===== src/rtl/sorted_array_insert_with_drop_macros.svh =====
// Assertion macros shared by the sorted array insert block.
`ifndef SORTED_ARRAY_INSERT_WITH_DROP_MACROS_SVH
`define SORTED_ARRAY_INSERT_WITH_DROP_MACROS_SVH

// Check a property on every rising edge outside reset.
`define SAI_ASSERT(lbl, clk, rst_n, prop, msg) \
    lbl: assert property (@(posedge clk) disable iff (!rst_n) prop) else $error(msg);

// Check a property on every rising edge, reset included.
`define SAI_ASSERT_ALWAYS(lbl, clk, prop, msg) \
    lbl: assert property (@(posedge clk) prop) else $error(msg);

`endif


===== src/rtl/sai_pkg.sv =====
// Types and request codes for the sorted array insert block.
package sai_pkg;

    localparam logic [1:0] REQ_INSERT = 2'd0;
    localparam logic [1:0] REQ_READ   = 2'd1;
    localparam logic [1:0] REQ_CLEAR  = 2'd2;

    typedef enum logic [2:0] {
        ST_IDLE,
        ST_PRIME,
        ST_WALK,
        ST_TAIL,
        ST_RESP
    } state_t;

    typedef struct packed {
        logic in_valid;
        logic start_walk;
        logic is_read;
        logic walk_last;
        logic walk_stop;
        logic out_free;
    } seq_stat_t;

    typedef struct packed {
        logic accept;
        logic prime;
        logic walk;
        logic tail;
        logic finish;
    } seq_ctrl_t;

endpackage


===== src/rtl/sorted_array_insert_with_drop.sv =====
// Top level of the sorted array insert block: request capture, walk datapath and result beat.
// Keeps up to DEPTH signed 32-bit values in ascending order in a single-port-write RAM and
// answers one request at a time with one result beat. An insert walks the stored entries one
// per cycle through a single signed comparator, moving entries as it goes, through the prime,
// walk and tail states (the shift-left walk can stop early and then skips the tail); an insert
// into an empty array, a clear or an unknown request goes straight to the response, and a read
// passes through the prime state only, set by the one RAM read port. The next request is taken
// once the result has been loaded into the output register, even while that beat is still stalled.
`include "sorted_array_insert_with_drop_macros.svh"

module sorted_array_insert_with_drop #(
    parameter int DEPTH = 16
) (
    input  logic               clk,
    input  logic               rst_n,
    input  logic               in_valid,
    output logic               in_stall,
    input  logic [1:0]         req_type,
    input  logic signed [31:0] new_value,
    input  logic               shift_left,
    input  logic [3:0]         read_index,
    output logic               out_valid,
    input  logic               out_stall,
    output logic               status,
    output logic signed [31:0] read_value,
    output logic               dropped_valid,
    output logic signed [31:0] dropped_value,
    output logic [4:0]         fill_level
);

    localparam int AW = (DEPTH > 1) ? $clog2(DEPTH) : 1;
    localparam int CW = $clog2(DEPTH + 1);

    sai_pkg::seq_stat_t stat;
    sai_pkg::seq_ctrl_t ctrl;

    logic [1:0]         req_reg,      req_next;
    logic signed [31:0] nv_reg,       nv_next;
    logic               left_reg,     left_next;
    logic [3:0]         idx_reg,      idx_next;
    logic               in_range_reg, in_range_next;
    logic [CW-1:0]      count_reg,    count_next;
    logic [CW-1:0]      ptr_reg,      ptr_next;
    logic [31:0]        carry_reg,    carry_next;
    logic               found_reg,    found_next;
    logic               dv_acc_reg,   dv_acc_next;
    logic [31:0]        dval_acc_reg, dval_acc_next;

    logic               out_valid_reg;
    logic               status_reg;
    logic signed [31:0] read_value_reg;
    logic               dv_reg;
    logic signed [31:0] dval_reg;
    logic [4:0]         fill_reg;

    logic          ram_we;
    logic [AW-1:0] ram_waddr;
    logic [31:0]   ram_wdata;
    logic          ram_re;
    logic [AW-1:0] ram_raddr;
    logic [31:0]   ram_rdata;

    logic [CW-1:0]   ptr_inc;
    logic [CW-1:0]   ptr_dec;
    logic [CW-1:0]   count_last;
    logic            walk_last;
    logic            entry_less;
    logic            walk_stop;
    logic [AW+3:0]   idx_wide;
    logic [CW+3:0]   in_idx_ext;
    logic [CW+3:0]   in_cnt_ext;
    logic [CW+4:0]   cnt_ext;
    logic            is_read_reg;

    assign ptr_inc    = ptr_reg + CW'(1);
    assign ptr_dec    = ptr_reg - CW'(1);
    assign count_last = count_reg - CW'(1);
    assign walk_last  = (ptr_reg == count_last);
    assign entry_less = ($signed(ram_rdata) < nv_reg);
    assign walk_stop  = left_reg && !entry_less;
    assign idx_wide   = {{AW{1'b0}}, idx_reg};
    assign in_idx_ext = {{CW{1'b0}}, read_index};
    assign in_cnt_ext = {4'd0, count_reg};
    assign cnt_ext    = {5'd0, count_reg};
    assign is_read_reg = (req_reg == sai_pkg::REQ_READ);

    always_comb
    begin
        stat.in_valid   = in_valid;
        stat.start_walk = (req_type == sai_pkg::REQ_READ)
                       || ((req_type == sai_pkg::REQ_INSERT) && (count_reg != '0));
        stat.is_read    = is_read_reg;
        stat.walk_last  = walk_last;
        stat.walk_stop  = walk_stop;
        stat.out_free   = !out_valid_reg || !out_stall;
    end

    sai_fsm u_fsm (
        .clk   (clk),
        .rst_n (rst_n),
        .stat  (stat),
        .ctrl  (ctrl)
    );

    sai_ram #(
        .WIDTH (32),
        .DEPTH (DEPTH)
    ) u_ram (
        .clk   (clk),
        .we    (ram_we),
        .waddr (ram_waddr),
        .wdata (ram_wdata),
        .re    (ram_re),
        .raddr (ram_raddr),
        .rdata (ram_rdata)
    );

    always_comb
    begin
        req_next      = req_reg;
        nv_next       = nv_reg;
        left_next     = left_reg;
        idx_next      = idx_reg;
        in_range_next = in_range_reg;
        count_next    = count_reg;
        ptr_next      = ptr_reg;
        carry_next    = carry_reg;
        found_next    = found_reg;
        dv_acc_next   = dv_acc_reg;
        dval_acc_next = dval_acc_reg;
        ram_we        = 1'b0;
        ram_waddr     = '0;
        ram_wdata     = '0;
        ram_re        = 1'b0;
        ram_raddr     = '0;

        if (ctrl.accept && in_valid)
        begin
            req_next      = req_type;
            nv_next       = new_value;
            left_next     = shift_left;
            idx_next      = read_index;
            in_range_next = (in_idx_ext < in_cnt_ext);
            ptr_next      = '0;
            carry_next    = new_value;
            found_next    = 1'b0;
            dv_acc_next   = 1'b0;
            dval_acc_next = '0;
            case (req_type)
                sai_pkg::REQ_INSERT:
                begin
                    if (count_reg == '0)
                    begin
                        ram_we     = 1'b1;
                        ram_wdata  = new_value;
                        count_next = CW'(1);
                    end
                end
                sai_pkg::REQ_CLEAR:
                begin
                    count_next = '0;
                end
                default:
                begin
                end
            endcase
        end

        if (ctrl.prime)
        begin
            ram_re    = 1'b1;
            ram_raddr = is_read_reg ? idx_wide[AW-1:0] : '0;
        end

        if (ctrl.walk)
        begin
            // fetch the next entry while this one is compared
            ram_re    = 1'b1;
            ram_raddr = ptr_inc[AW-1:0];
            if (!walk_last && !walk_stop)
            begin
                ptr_next = ptr_inc;
            end
            if (left_reg)
            begin
                if (entry_less)
                begin
                    if (ptr_reg == '0)
                    begin
                        dv_acc_next   = 1'b1;
                        dval_acc_next = ram_rdata;
                    end
                    else
                    begin
                        ram_we    = 1'b1;
                        ram_waddr = ptr_dec[AW-1:0];
                        ram_wdata = ram_rdata;
                    end
                end
                else if (ptr_reg == '0)
                begin
                    dv_acc_next   = 1'b1;
                    dval_acc_next = nv_reg;
                end
                else
                begin
                    ram_we    = 1'b1;
                    ram_waddr = ptr_dec[AW-1:0];
                    ram_wdata = nv_reg;
                end
            end
            else if (found_reg || !entry_less)
            begin
                // ripple the held value up one place
                ram_we     = 1'b1;
                ram_waddr  = ptr_reg[AW-1:0];
                ram_wdata  = carry_reg;
                carry_next = ram_rdata;
                found_next = 1'b1;
            end
        end

        if (ctrl.tail)
        begin
            if (left_reg)
            begin
                ram_we    = 1'b1;
                ram_waddr = ptr_reg[AW-1:0];
                ram_wdata = nv_reg;
            end
            else if (count_reg < CW'(DEPTH))
            begin
                ram_we     = 1'b1;
                ram_waddr  = count_reg[AW-1:0];
                ram_wdata  = carry_reg;
                count_next = count_reg + CW'(1);
            end
            else
            begin
                // full: drop the largest
                dv_acc_next   = 1'b1;
                dval_acc_next = carry_reg;
            end
        end
    end

    always_ff @(posedge clk or negedge rst_n)
    begin
        if (!rst_n)
        begin
            count_reg <= '0;
        end
        else
        begin
            count_reg <= count_next;
        end
    end

    always_ff @(posedge clk)
    begin
        req_reg      <= req_next;
        nv_reg       <= nv_next;
        left_reg     <= left_next;
        idx_reg      <= idx_next;
        in_range_reg <= in_range_next;
        ptr_reg      <= ptr_next;
        carry_reg    <= carry_next;
        found_reg    <= found_next;
        dv_acc_reg   <= dv_acc_next;
        dval_acc_reg <= dval_acc_next;
    end

    always_ff @(posedge clk or negedge rst_n)
    begin
        if (!rst_n)
        begin
            out_valid_reg <= 1'b0;
        end
        else if (ctrl.finish)
        begin
            out_valid_reg <= 1'b1;
        end
        else if (!out_stall)
        begin
            out_valid_reg <= 1'b0;
        end
    end

    always_ff @(posedge clk)
    begin
        if (ctrl.finish)
        begin
            status_reg     <= is_read_reg && !in_range_reg;
            read_value_reg <= (is_read_reg && in_range_reg) ? ram_rdata : '0;
            dv_reg         <= dv_acc_reg;
            dval_reg       <= dv_acc_reg ? dval_acc_reg : '0;
            fill_reg       <= cnt_ext[4:0];
        end
    end

    assign in_stall      = !ctrl.accept;
    assign out_valid     = out_valid_reg;
    assign status        = status_reg;
    assign read_value    = read_value_reg;
    assign dropped_valid = dv_reg;
    assign dropped_value = dval_reg;
    assign fill_level    = fill_reg;

    `SAI_ASSERT(a_count_bound, clk, rst_n, (count_reg <= CW'(DEPTH)), "fill count above depth")
    `SAI_ASSERT(a_count_step, clk, rst_n, (count_reg != $past(count_reg)) |-> ((count_reg == ($past(count_reg) + CW'(1))) || (count_reg == '0)), "fill count moved by more than one")
    `SAI_ASSERT(a_bad_read_zero, clk, rst_n, (out_valid_reg && status_reg) |-> ((read_value_reg == '0) && !dv_reg), "out-of-range read beat carries data")

endmodule


===== src/rtl/sai_ram.sv =====
// Generic single write port, single read port RAM with registered read.
module sai_ram #(
    parameter int WIDTH = 32,
    parameter int DEPTH = 16
) (
    input  logic                                   clk,
    input  logic                                   we,
    input  logic [((DEPTH > 1) ? $clog2(DEPTH) : 1)-1:0] waddr,
    input  logic [WIDTH-1:0]                       wdata,
    input  logic                                   re,
    input  logic [((DEPTH > 1) ? $clog2(DEPTH) : 1)-1:0] raddr,
    output logic [WIDTH-1:0]                       rdata
);

    logic [WIDTH-1:0] mem [DEPTH];
    logic [WIDTH-1:0] rdata_reg;

    always_ff @(posedge clk)
    begin
        if (we)
        begin
            mem[waddr] <= wdata;
        end
        if (re)
        begin
            rdata_reg <= mem[raddr];
        end
    end

    assign rdata = rdata_reg;

endmodule


===== src/rtl/sai_fsm.sv =====
// Sequencer that steps one request through those of the prime, walk, tail and response states it needs.
module sai_fsm (
    input  logic               clk,
    input  logic               rst_n,
    input  sai_pkg::seq_stat_t stat,
    output sai_pkg::seq_ctrl_t ctrl
);

    sai_pkg::state_t state_reg;
    sai_pkg::state_t state_next;

    always_ff @(posedge clk or negedge rst_n)
    begin
        if (!rst_n)
        begin
            state_reg <= sai_pkg::ST_IDLE;
        end
        else
        begin
            state_reg <= state_next;
        end
    end

    always_comb
    begin
        state_next = state_reg;
        case (state_reg)
            sai_pkg::ST_IDLE:
            begin
                if (stat.in_valid)
                begin
                    state_next = stat.start_walk ? sai_pkg::ST_PRIME : sai_pkg::ST_RESP;
                end
            end
            sai_pkg::ST_PRIME:
            begin
                state_next = stat.is_read ? sai_pkg::ST_RESP : sai_pkg::ST_WALK;
            end
            sai_pkg::ST_WALK:
            begin
                if (stat.walk_stop)
                begin
                    state_next = sai_pkg::ST_RESP;
                end
                else if (stat.walk_last)
                begin
                    state_next = sai_pkg::ST_TAIL;
                end
            end
            sai_pkg::ST_TAIL:
            begin
                state_next = sai_pkg::ST_RESP;
            end
            sai_pkg::ST_RESP:
            begin
                if (stat.out_free)
                begin
                    state_next = sai_pkg::ST_IDLE;
                end
            end
            default:
            begin
                state_next = sai_pkg::ST_IDLE;
            end
        endcase
    end

    always_comb
    begin
        ctrl = '0;
        case (state_reg)
            sai_pkg::ST_IDLE:  ctrl.accept = 1'b1;
            sai_pkg::ST_PRIME: ctrl.prime  = 1'b1;
            sai_pkg::ST_WALK:  ctrl.walk   = 1'b1;
            sai_pkg::ST_TAIL:  ctrl.tail   = 1'b1;
            sai_pkg::ST_RESP:  ctrl.finish = stat.out_free;
            default:           ctrl = '0;
        endcase
    end

endmodule

===== config.mk =====
export PLATFORM = sky130hd
export DESIGN_NAME = sorted_array_insert_with_drop
export DESIGN_NICKNAME = d
export VERILOG_FILES = /design/src/rtl/sai_pkg.sv /design/src/rtl/sorted_array_insert_with_drop.sv /design/src/rtl/sai_ram.sv /design/src/rtl/sai_fsm.sv
export VERILOG_INCLUDE_DIRS = /design/src /design/src/rtl
export SDC_FILE = /design/constraint.sdc
export NUM_CORES = 1
export LEC_CHECK = 0
export BUFFER_PORTS_ARGS = -buffer_cell sky130_fd_sc_hd__buf_2
export CELL_PAD_IN_SITES_DETAIL_PLACEMENT = 1
export CELL_PAD_IN_SITES_GLOBAL_PLACEMENT = 1
export CORE_MARGIN = 5
export CORE_UTILIZATION = 35
export CTS_CLUSTER_SIZE = 12
export DETAILED_ROUTE_END_ITERATION = 16
export PLACE_DENSITY_LB_ADDON = 0.1
export SETUP_SLACK_MARGIN = 0.2
export SLEW_MARGIN = 20
export SYNTH_ARGS = -nofsm -noshare
export SYNTH_HDL_FRONTEND = slang
export SYNTH_HIERARCHICAL = 1
export SYNTH_SLANG_ARGS = --single-unit

===== constraint.sdc =====
create_clock -name clk -period 10.2 [get_ports clk]
set_clock_uncertainty 0.15 [all_clocks]
set_input_delay 1.53 -clock clk [delete_from_list [all_inputs] [get_ports clk]]
set_output_delay 1.53 -clock clk [all_outputs]
set_load 0.01 [all_outputs]

* Word level (Yosys, flattened, before mapping)
Memories as Yosys holds them, arrays and structs flattened. A register that Yosys moved wholly into a read port is not among the register bits.
Cells that the tools add are included.
** Cells by class
- Magnitude comparators :: 3
- Add/sub/neg operators :: 4
- Multiplexer cells :: 83
- Equal/unequal tests :: 12
- Reductions and logical operators :: 22
** Operators with widths (number)
- two-way mux 32 bit :: 25
- two-way mux 4 bit :: 10
- two-way mux 5 bit :: 8
- < comparator 32 bit :: 1
- two-way mux 1 bit :: 32
- two-way mux 3 bit :: 6
- one-hot mux 3 bit (5 select lines) :: 1
- adder 5 x 1 -> 5 bit (second input constant) :: 2
- zero test 5 bit :: 2
- one-hot mux 5 bit (2 select lines) :: 1
- zero test 1 bit :: 7
- == test 3 x 2 -> 1 bit (second input constant) :: 2
- logical AND 1 bit :: 6
- == test 5 bit :: 1
- < comparator 4 x 5 -> 1 bit :: 1
- < comparator 5 bit (second input constant) :: 1
- nonzero test 5 bit :: 1
- subtractor 5 x 1 -> 5 bit (second input constant) :: 1
- == test 2 x 1 -> 1 bit (second input constant) :: 2
- != test 2 x 1 -> 1 bit (second input constant) :: 2
- subtractor 4 x 1 -> 4 bit (second input constant) :: 1
- == test 3 x 1 -> 1 bit (second input constant) :: 1
- == test 3 bit (second input constant) :: 1
- zero test 3 bit :: 1
- other kinds (6) :: 8
** Word-level totals
- Input bits :: 43
- Bits in registers :: 191
- Memories kept :: 1
- RAM bits :: 512
- Word-level logic and storage cells :: 143
- Output and inout port bits :: 73
** Memory list
- u_ram.mem :: words 16, width 32, read ports 1, clocked after Yosys merged registers in 1, wr ports 1, RTL line sai_ram.sv:15 : logic [WIDTH-1:0] mem [DEPTH];

* Longest topological paths before layout
Gate-level depths: netlist of the first run.
- Depth after elaboration :: 12
- Mapped depth :: 14
- Gate-level depth less buffers :: 12

* Modules after synthesis
Netlist of the first run, hierarchy kept.
** By module, submodules not included
- sai_ram :: area each 20155.6 um^2, seq. area each 16335.7 um^2, cells each 838, instances 1
- sorted_array_insert_with_drop :: area each 10811.6 um^2, seq. area each 4904.7 um^2, cells each 1215, instances 1
- sai_fsm :: area each 247.7 um^2, seq. area each 75.1 um^2, cells each 24, instances 1

* Least setup slack after synthesis of the first run
OpenSTA, ideal clock, no wires.
- Path kind :: input-to-reg
- Start :: input port out_stall
- End :: register dv_reg (netlist: dropped_valid), enable pin
- Library setup time :: 0.679 ns
- Required time :: 9.371 ns
- Path buffers :: 0
- Stages :: 2
- Arrival time :: 8.510 ns
- Setup slack :: 0.861 ns
- Path through :: nand2_1 > nor4bb_1
** RTL lines
- start, declared :: RTL line sorted_array_insert_with_drop.sv:23 : input logic out_stall,
- end signal, assigned :: RTL line sorted_array_insert_with_drop.sv:295 : dv_reg <= dv_acc_reg;
- end, declared :: RTL line sorted_array_insert_with_drop.sv:52 : logic dv_reg;

* Worst setup path in the final report of the first run
- Start :: register u_ram.rdata_reg[7] (netlist: u_ram/rdata[7]), read port of u_ram.mem
- End :: memory u_ram.mem[8][5], enable pin
** On the way
- Word-level cells in the longest chain between the ends :: 11
- Elaborated cells on any way between the ends :: 17
** RTL lines
- start, declared :: RTL line sai_ram.sv:16 : logic [WIDTH-1:0] rdata_reg;
- < comparator 32 bit * :: RTL line sorted_array_insert_with_drop.sv:79 : assign entry_less = ($signed(ram_rdata) < nv_reg);
- zero test 1 bit * :: RTL line sorted_array_insert_with_drop.sv:212 : else if (found_reg || !entry_less)
- logical OR 1 bit * :: RTL line sorted_array_insert_with_drop.sv:212
- two-way mux 1 bit * :: RTL line sorted_array_insert_with_drop.sv:212
- two-way mux 1 bit * :: RTL line sorted_array_insert_with_drop.sv:184 : if (left_reg)
- two-way mux 1 bit * :: RTL line sorted_array_insert_with_drop.sv:175 : if (ctrl.walk)
- two-way mux 1 bit :: RTL line sorted_array_insert_with_drop.sv:231 : else if (count_reg < CW'(DEPTH))
- two-way mux 1 bit :: RTL line sorted_array_insert_with_drop.sv:225 : if (left_reg)
- two-way mux 1 bit * :: RTL line sorted_array_insert_with_drop.sv:223 : if (ctrl.tail)
- net ram_we :: RTL line sorted_array_insert_with_drop.sv:56 : logic ram_we;
- two-way mux 1 bit * :: RTL line sai_ram.sv:20 : if (we)
- two-way mux 1 bit (not written as such) * :: RTL line sai_ram.sv:22 : mem[waddr] <= wdata;
- end, declared :: RTL line sai_ram.sv:15
Mark *: on every way through the listed nets, which the timed path passes. The rest lies on a longest branch.

==> flow_metrics.tcl, run 1 <==
set metrics [dict create \
    status "finished clean" \
    clk_latency_ns 0.63 \
    r2r_start "u_ram/rdata[7]" \
    peakVddDrop_mv 0.1315 \
    min_period_ns 5.222 \
    cts_tree "built" \
    max_slew_margin_pct 23.33 \
    dp_slack_ns 4.943 \
    reg2reg_to "u_ram/mem[8][5]" \
    crit_required_ns 10.30 \
    power_density_mw_per_mm2 240.5 \
    pin_count 116 \
    rsz0062_at_grt "no" \
    antenna_found_initial 1 \
    die_w_um 308.6 \
    grt.total_usage_pct 20.55 \
    viasPerCell 5.680 \
    maxCapViolations 0 \
    syn_nets 2160 \
    cts_buffers 82 \
    route.detailed.drc 0 \
    power_leakage_uw 0.01224 \
    vias 19544 \
    hold_path_class "flop to flop" \
    antenna_left 0 \
    dp_hpwl_mm 58.00 \
    tightest_slew_ns 1.146 \
    seqCellArea_mm2 0.02132 \
    yosys.area.top_type_share_pct 63.01 \
    largest_reg_flops 512 \
    r2r_setup_slack_ns 4.98 \
    layout_commonest_cell "edfxtp_1" \
    avgRoutedWirePerCell_um 28.74 \
    portBuffers 115 \
    ys.flop_type "edfxtp_1" \
    regMostFlops "u_ram/mem" \
    min_period_over_period_pct 51.19 \
    worstHoldEndpoint "dval_acc_reg[6]" \
    nFillCells 8820 \
    tns_ns 0 \
    multi_input_area_mm2 0.009311 \
    routabilityCongestion 0.8041 \
    finalSetupViolCount 0 \
    arrival_ns 5.32 \
    synth_cell_types 70 \
    final_cell_mix "edfxtp_1 (655), nand2_1 (185), mux4_2 (128), buf_2 (121), a22oi_1 (110)" \
    grt_pass1_vias 20850 \
    std_cell_rows 109 \
    crit_path_end_kind "flop" \
    netlist_area_mm2 0.03121 \
    wirelength_mm 98.89 \
    post_cts.repair.setup_buffers 0 \
    start_kind "flop" \
    htree_levels 3 \
    netlist_top_cells_area "edfxtp_1 (63%), mux4_2 (9.2%), dfxtp_1 (4.6%)" \
    hold-path-cell-count 2 \
    crit_fanout 24 \
    ctsResizeCount 0 \
    fmax_mhz 191.5 \
    drive_gt1_share_pct 21.59 \
    crit_type "flop to flop" \
    syn-mean-instance-area_um2 15.03 \
    r2r_cells 12 \
    hold_violations 0 \
    netlist_instances 2077 \
    firstDrtPassIters 5 \
    synth_edf_count 655 \
    area_growth_pct 15.37 \
    yosysTopAreaCell "edfxtp_1" \
    yosysSeqAreaShare_pct 68.29 \
    clockBufferDepth 3 \
    gr-total-overflow 0 \
    grt_start_max_net_pins 68 \
    cts_hold_buffers 0 \
    setup_ws_ns 4.978 \
    drt_iter0_drc 1491 \
    slew_viol_final 0 \
    clkSlewWorstSetupHoldPaths_ns 0.06 \
    ys_warn_count 6 \
    synth_seq_cells 735 \
    start_util_pct 35.27 \
    cts_sinks 735 \
    coreArea_mm2 0.08851 \
    placedCellCount 3282 \
    hp-start "dval_acc_reg[6]" \
    root_buffer "clkbuf_16" \
    grt_pass1_wl_mm 145.4 \
    dieArea_mm2 0.09526 \
    fin_nets 2293 \
    final_cell_count_no_fill 3441 \
    die_h_um 308.6 \
    async_reset_ff_share_pct 1.224 \
]
[cell type report]
| class | count | share of cell area [%] |
|---|---|---|
| tap | 1165 | 4.048 |
| clock buffer | 113 | 6.341 |
| sequential | 735 | 59.19 |
| inverter | 46 | 0.4795 |
| antenna | 2 | 0.01390 |
| multi-input combinational | 1147 | 25.86 |
| clock inverter | 35 | 0.7678 |
| timing repair buffer | 198 | 3.308 |
[routing by layer]
metal	routed length (um)	vias up	part of all wire, %	GRT usage (%)
li1	-	8466	-	-
met1	44890	10284	45	28.91
met2	46420	628	47	33.52
met3	5046	166	5.1	2.965
met4	2532	0	2.6	6.096
met5	0	-	0	0
[metrics by stage]
| step | cell area, um2 | util, % | total power, uW | hold WS (ns) |
|---|---|---|---|---|
| final | 36010 | 40.69 | 8663 | 0.3333 |
| after floorplan | 31210 | - | 5097 | 0.2731 |
| after global routing | 36010 | 40.68 | 9071 | 0.3523 |
| after global placement | 33330 | 37.65 | 5823 | 0.3200 |
| after CTS | 35950 | 40.62 | 8753 | 0.3349 |
| after detailed placement | 33390 | 37.72 | 5870 | 0.3250 |
[critical path, cell delays in order (launching register included)]
cell,delay (ns)
edfxtp_1,0.45
ha_1,0.33
nand2_1,0.07
nor3_1,0.24
a21oi_1,0.11
o21ai_0,0.62
a311oi_4,0.21
o21ai_2,0.30
nor2_1,0.09
o21ai_0,0.37
nand3b_1,0.41
nor3_2,0.82
buf_4,0.59
[synthesized netlist by cell type, types with 7 or more instances]
master,count
a211oi_1,9
o31ai_1,18
a22oi_1,110
buf_2,22
nand3_1,52
a211o_1,11
and3_1,35
o22a_1,10
a221oi_1,11
ha_1,40
a31oi_1,61
dfrtp_1,9
nand2_1,188
nor3_1,63
o21ai_0,70
clkbuf_1,96
a21boi_0,23
and2_1,35
mux4_2,128
inv_1,44
a21o_1,11
nor2b_1,9
o211ai_1,18
xnor2_1,7
edfxtp_1,655
buf_4,11
a21oi_1,98
dfxtp_1,71
buf_1,15
nor2_1,73
[how the worst max path moves through the flow]
stage | from | to | slack, ns | depth (start not counted)
2_1_floorplan | out_stall | dropped_valid | 0.86 | 2
3_3_place_gp | u_fsm/state_reg[1] | u_ram/rdata[10] | 4.96 | 11
3_5_place_dp | u_fsm/state_reg[1] | u_ram/rdata[10] | 4.94 | 11
4_1_cts | u_fsm/state_reg[1] | u_ram/rdata[10] | 4.92 | 11
5_1_grt | u_fsm/state_reg[1] | u_ram/rdata[11] | 4.64 | 11
6_report | u_ram/rdata[7] | u_ram/mem[8][5] | 4.98 | 12
[kinds of logic (layout without fill, tap and decap cells)]
kind of cell	count (synthesis)	after routing	share of synthesized area (%)
adders and majority gates	40	40	1.603
and+or+nand+nor	488	488	7.512
other	0	2	0
xor gates and xnor gates	12	12	0.3367
muxes	132	132	9.383
DFF	735	735	68.29
AOI/OAI and AO/OA	475	475	10.19
buffers and inverters	195	392	2.686
[report_power, final]
| group | switching, uW | internal (uW) | total, uW |
|---|---|---|---|
| clock network | 1190 | 1660 | 2850 |
| logic | 1250 | 600 | 1850 |
| registers | 250 | 3710 | 3960 |
No activity file was read; power rests on OpenSTA's default activity.
==> run 2: changes to the inputs <==
==> constraint.sdc (replaced) <==
create_clock -name clk -period 5 [get_ports clk]
set_clock_uncertainty 0.15 [all_clocks]
set_input_delay 0.75 -clock clk [delete_from_list [all_inputs] [get_ports clk]]
set_output_delay 0.75 -clock clk [all_outputs]
set_load 0.01 [all_outputs]
==> flow_metrics.tcl, run 2 (synthesized netlist as in run 1, its figures left out) <==
set metrics [dict create \
    fin_nets 2336 \
    final_cell_area_mm2 0.03657 \
    hold_path_class "primary input to flop" \
    arrival_ns 4.71 \
    min_period_over_period_pct 90.96 \
    gr-total-overflow 0 \
    grt_start_max_net_pins 73 \
    fmax_mhz 219.9 \
    dieArea_mm2 0.09526 \
    slew_viol_final 0 \
    antenna_found_initial 5 \
    dp_hpwl_mm 64.20 \
    clockBufferDepth 3 \
    cts_tree "built" \
    crit_type "flop to flop" \
    cts_sinks 735 \
    drive_gt1_share_pct 22.91 \
    min_period_ns 4.548 \
    cp_slowest_cell "o21ai_0" \
    whs_ns 0.1403 \
    dpl-instance-area_mm2 0.03395 \
    setup_ws_ns 0.4518 \
    status "finished clean" \
    firstDrtPassIters 6 \
    crit_required_ns 5.16 \
    hold-path-cell-count 1 \
    routabilityCongestion 0.8401 \
    area_growth_pct 17.16 \
    dp_slack_ns 0.3243 \
    portBuffers 115 \
    die_w_um 308.6 \
    grt_pass1_wl_mm 145.2 \
    crit_path_end_kind "flop" \
    max_slew_margin_pct 25.48 \
    finalSetupViolCount 0 \
    clkSlewWorstSetupHoldPaths_ns 0.06 \
    power_density_mw_per_mm2 489.7 \
    grt.total_usage_pct 20.66 \
    grt_pass1_vias 20828 \
    die_h_um 308.6 \
    std_cell_rows 109 \
    maxCapViolations 0 \
    antenna_left 0 \
    cp_cell_sequence "ha_1 -> nand2_1 -> nor3_1 -> a21oi_1 -> o21ai_0 -> buf_4 -> a311oi_4 -> o21ai_2 -> nor2_1 -> o21ai_0 -> nand3b_1 -> nor3_4 -> buf_4" \
    cpPeakStageDelay_ns 0.65 \
    hold_violations 0 \
    start_kind "flop" \
    wirelength_mm 100.3 \
    final_cell_mix "edfxtp_1 (655), nand2_1 (186), mux4_2 (128), buf_2 (116), a22oi_1 (110)" \
    fin_util_pct 41.32 \
    vias 19737 \
    tightest_slew_ns 1.118 \
    htree_levels 3 \
    r2r_cells 13 \
    cts_buffers 84 \
    root_buffer "clkbuf_16" \
    rsz0062_at_grt "no" \
    start_util_pct 35.27 \
    layout_commonest_cell "edfxtp_1" \
    viasPerCell 5.665 \
    largest_reg_flops 512 \
    drt_iter0_drc 1577 \
    pin_count 116 \
    crit_fanout 16 \
    regMostFlops "u_ram/mem" \
    route.detailed.drc 0 \
    clk_latency_ns 0.66 \
    post_cts.repair.setup_buffers 0 \
    coreArea_mm2 0.08851 \
    power_leakage_uw 0.01249 \
    peakVddDrop_mv 0.2814 \
    avgRoutedWirePerCell_um 28.80 \
]
==> run 2: cell count changes in the layout (fill, tap and decap cells not counted), sizes merged <==
cell         delta
clkinv          +7
buf            +43
bufinv          -1
clkbuf          -7
inv             +3
diode           -1
dlygate4sd3     +1
clkinvlp        -2
==> run 2: worst paths after layout <==
path / slack [ns] / startpoint / endpoint
max: 0.45 / u_ram/rdata[5] / u_ram/mem[4][22]
min: 0.14 / shift_left / left_reg
max reg2reg: 0.45 / u_ram/rdata[5] / u_ram/mem[4][22]
min reg2reg: 0.34 / dval_acc_reg[23] / dval_acc_reg[23]
max in group asynchronous: 4.12 / rst_n / u_fsm/state_reg[2]
min in group asynchronous: 0.37 / rst_n / count_reg[0]
==> run 2: final cells by class <==
| type | count | area [um2] |
|---|---|---|
| well taps | 1165 | 1458 |
| diodes | 1 | 2.502 |
| clock inverters | 42 | 390.4 |
| flip-flops and latches | 735 | 21320 |
| fillers | 8914 | 51940 |
| inverters | 46 | 172.7 |
| repair buffers | 239 | 1719 |
| multi-input cells | 1147 | 9308 |
| clock buffers | 109 | 2206 |
==> run 2: through the flow <==
step / TNS (ns) / power [uW] / instances
after floorplan: -7.426 / 10370 / 2077
after detailed placement: 0 / 12190 / 3330
after CTS: 0 / 18090 / 3482
final: 0 / 17910 / 3484
after global routing: 0 / 18710 / 3483
after global placement: 0 / 12120 / 3330
==> run 2: repair_timing <==
action,in CTS,in global routing
hold endpoints to repair,9,0
hold buffers,1,0
endpoints found under the setup margin,0,17
gates resized for setup,0,2
==> run 2: power breakdown <==
| group | internal, uW | switching (uW) | leakage, uW |
|---|---|---|---|
| sequential | 7560 | 475 | 0.00683 |
| clock | 3300 | 2560 | 0.00126 |
| combinational | 1330 | 2690 | 0.00440 |
==> run 2: critical path: cells and delay by family (launching register included) <==
family,cells,cell delay [ns]
AOI/OAI and AO/OA,5,1.53
buffers and inverters,2,0.56
adders and majority gates,1,0.34
DFF,1,0.45
and+or+nand+nor,5,1.18
==> run 2: routing by layer <==
metal,wire (um),vias up,GRT usage (%)
li1,-,8550,-
met1,44770,10427,28.63
met2,47390,602,33.55
met3,5797,158,3.930
met4,2373,0,5.991
met5,0,-,0
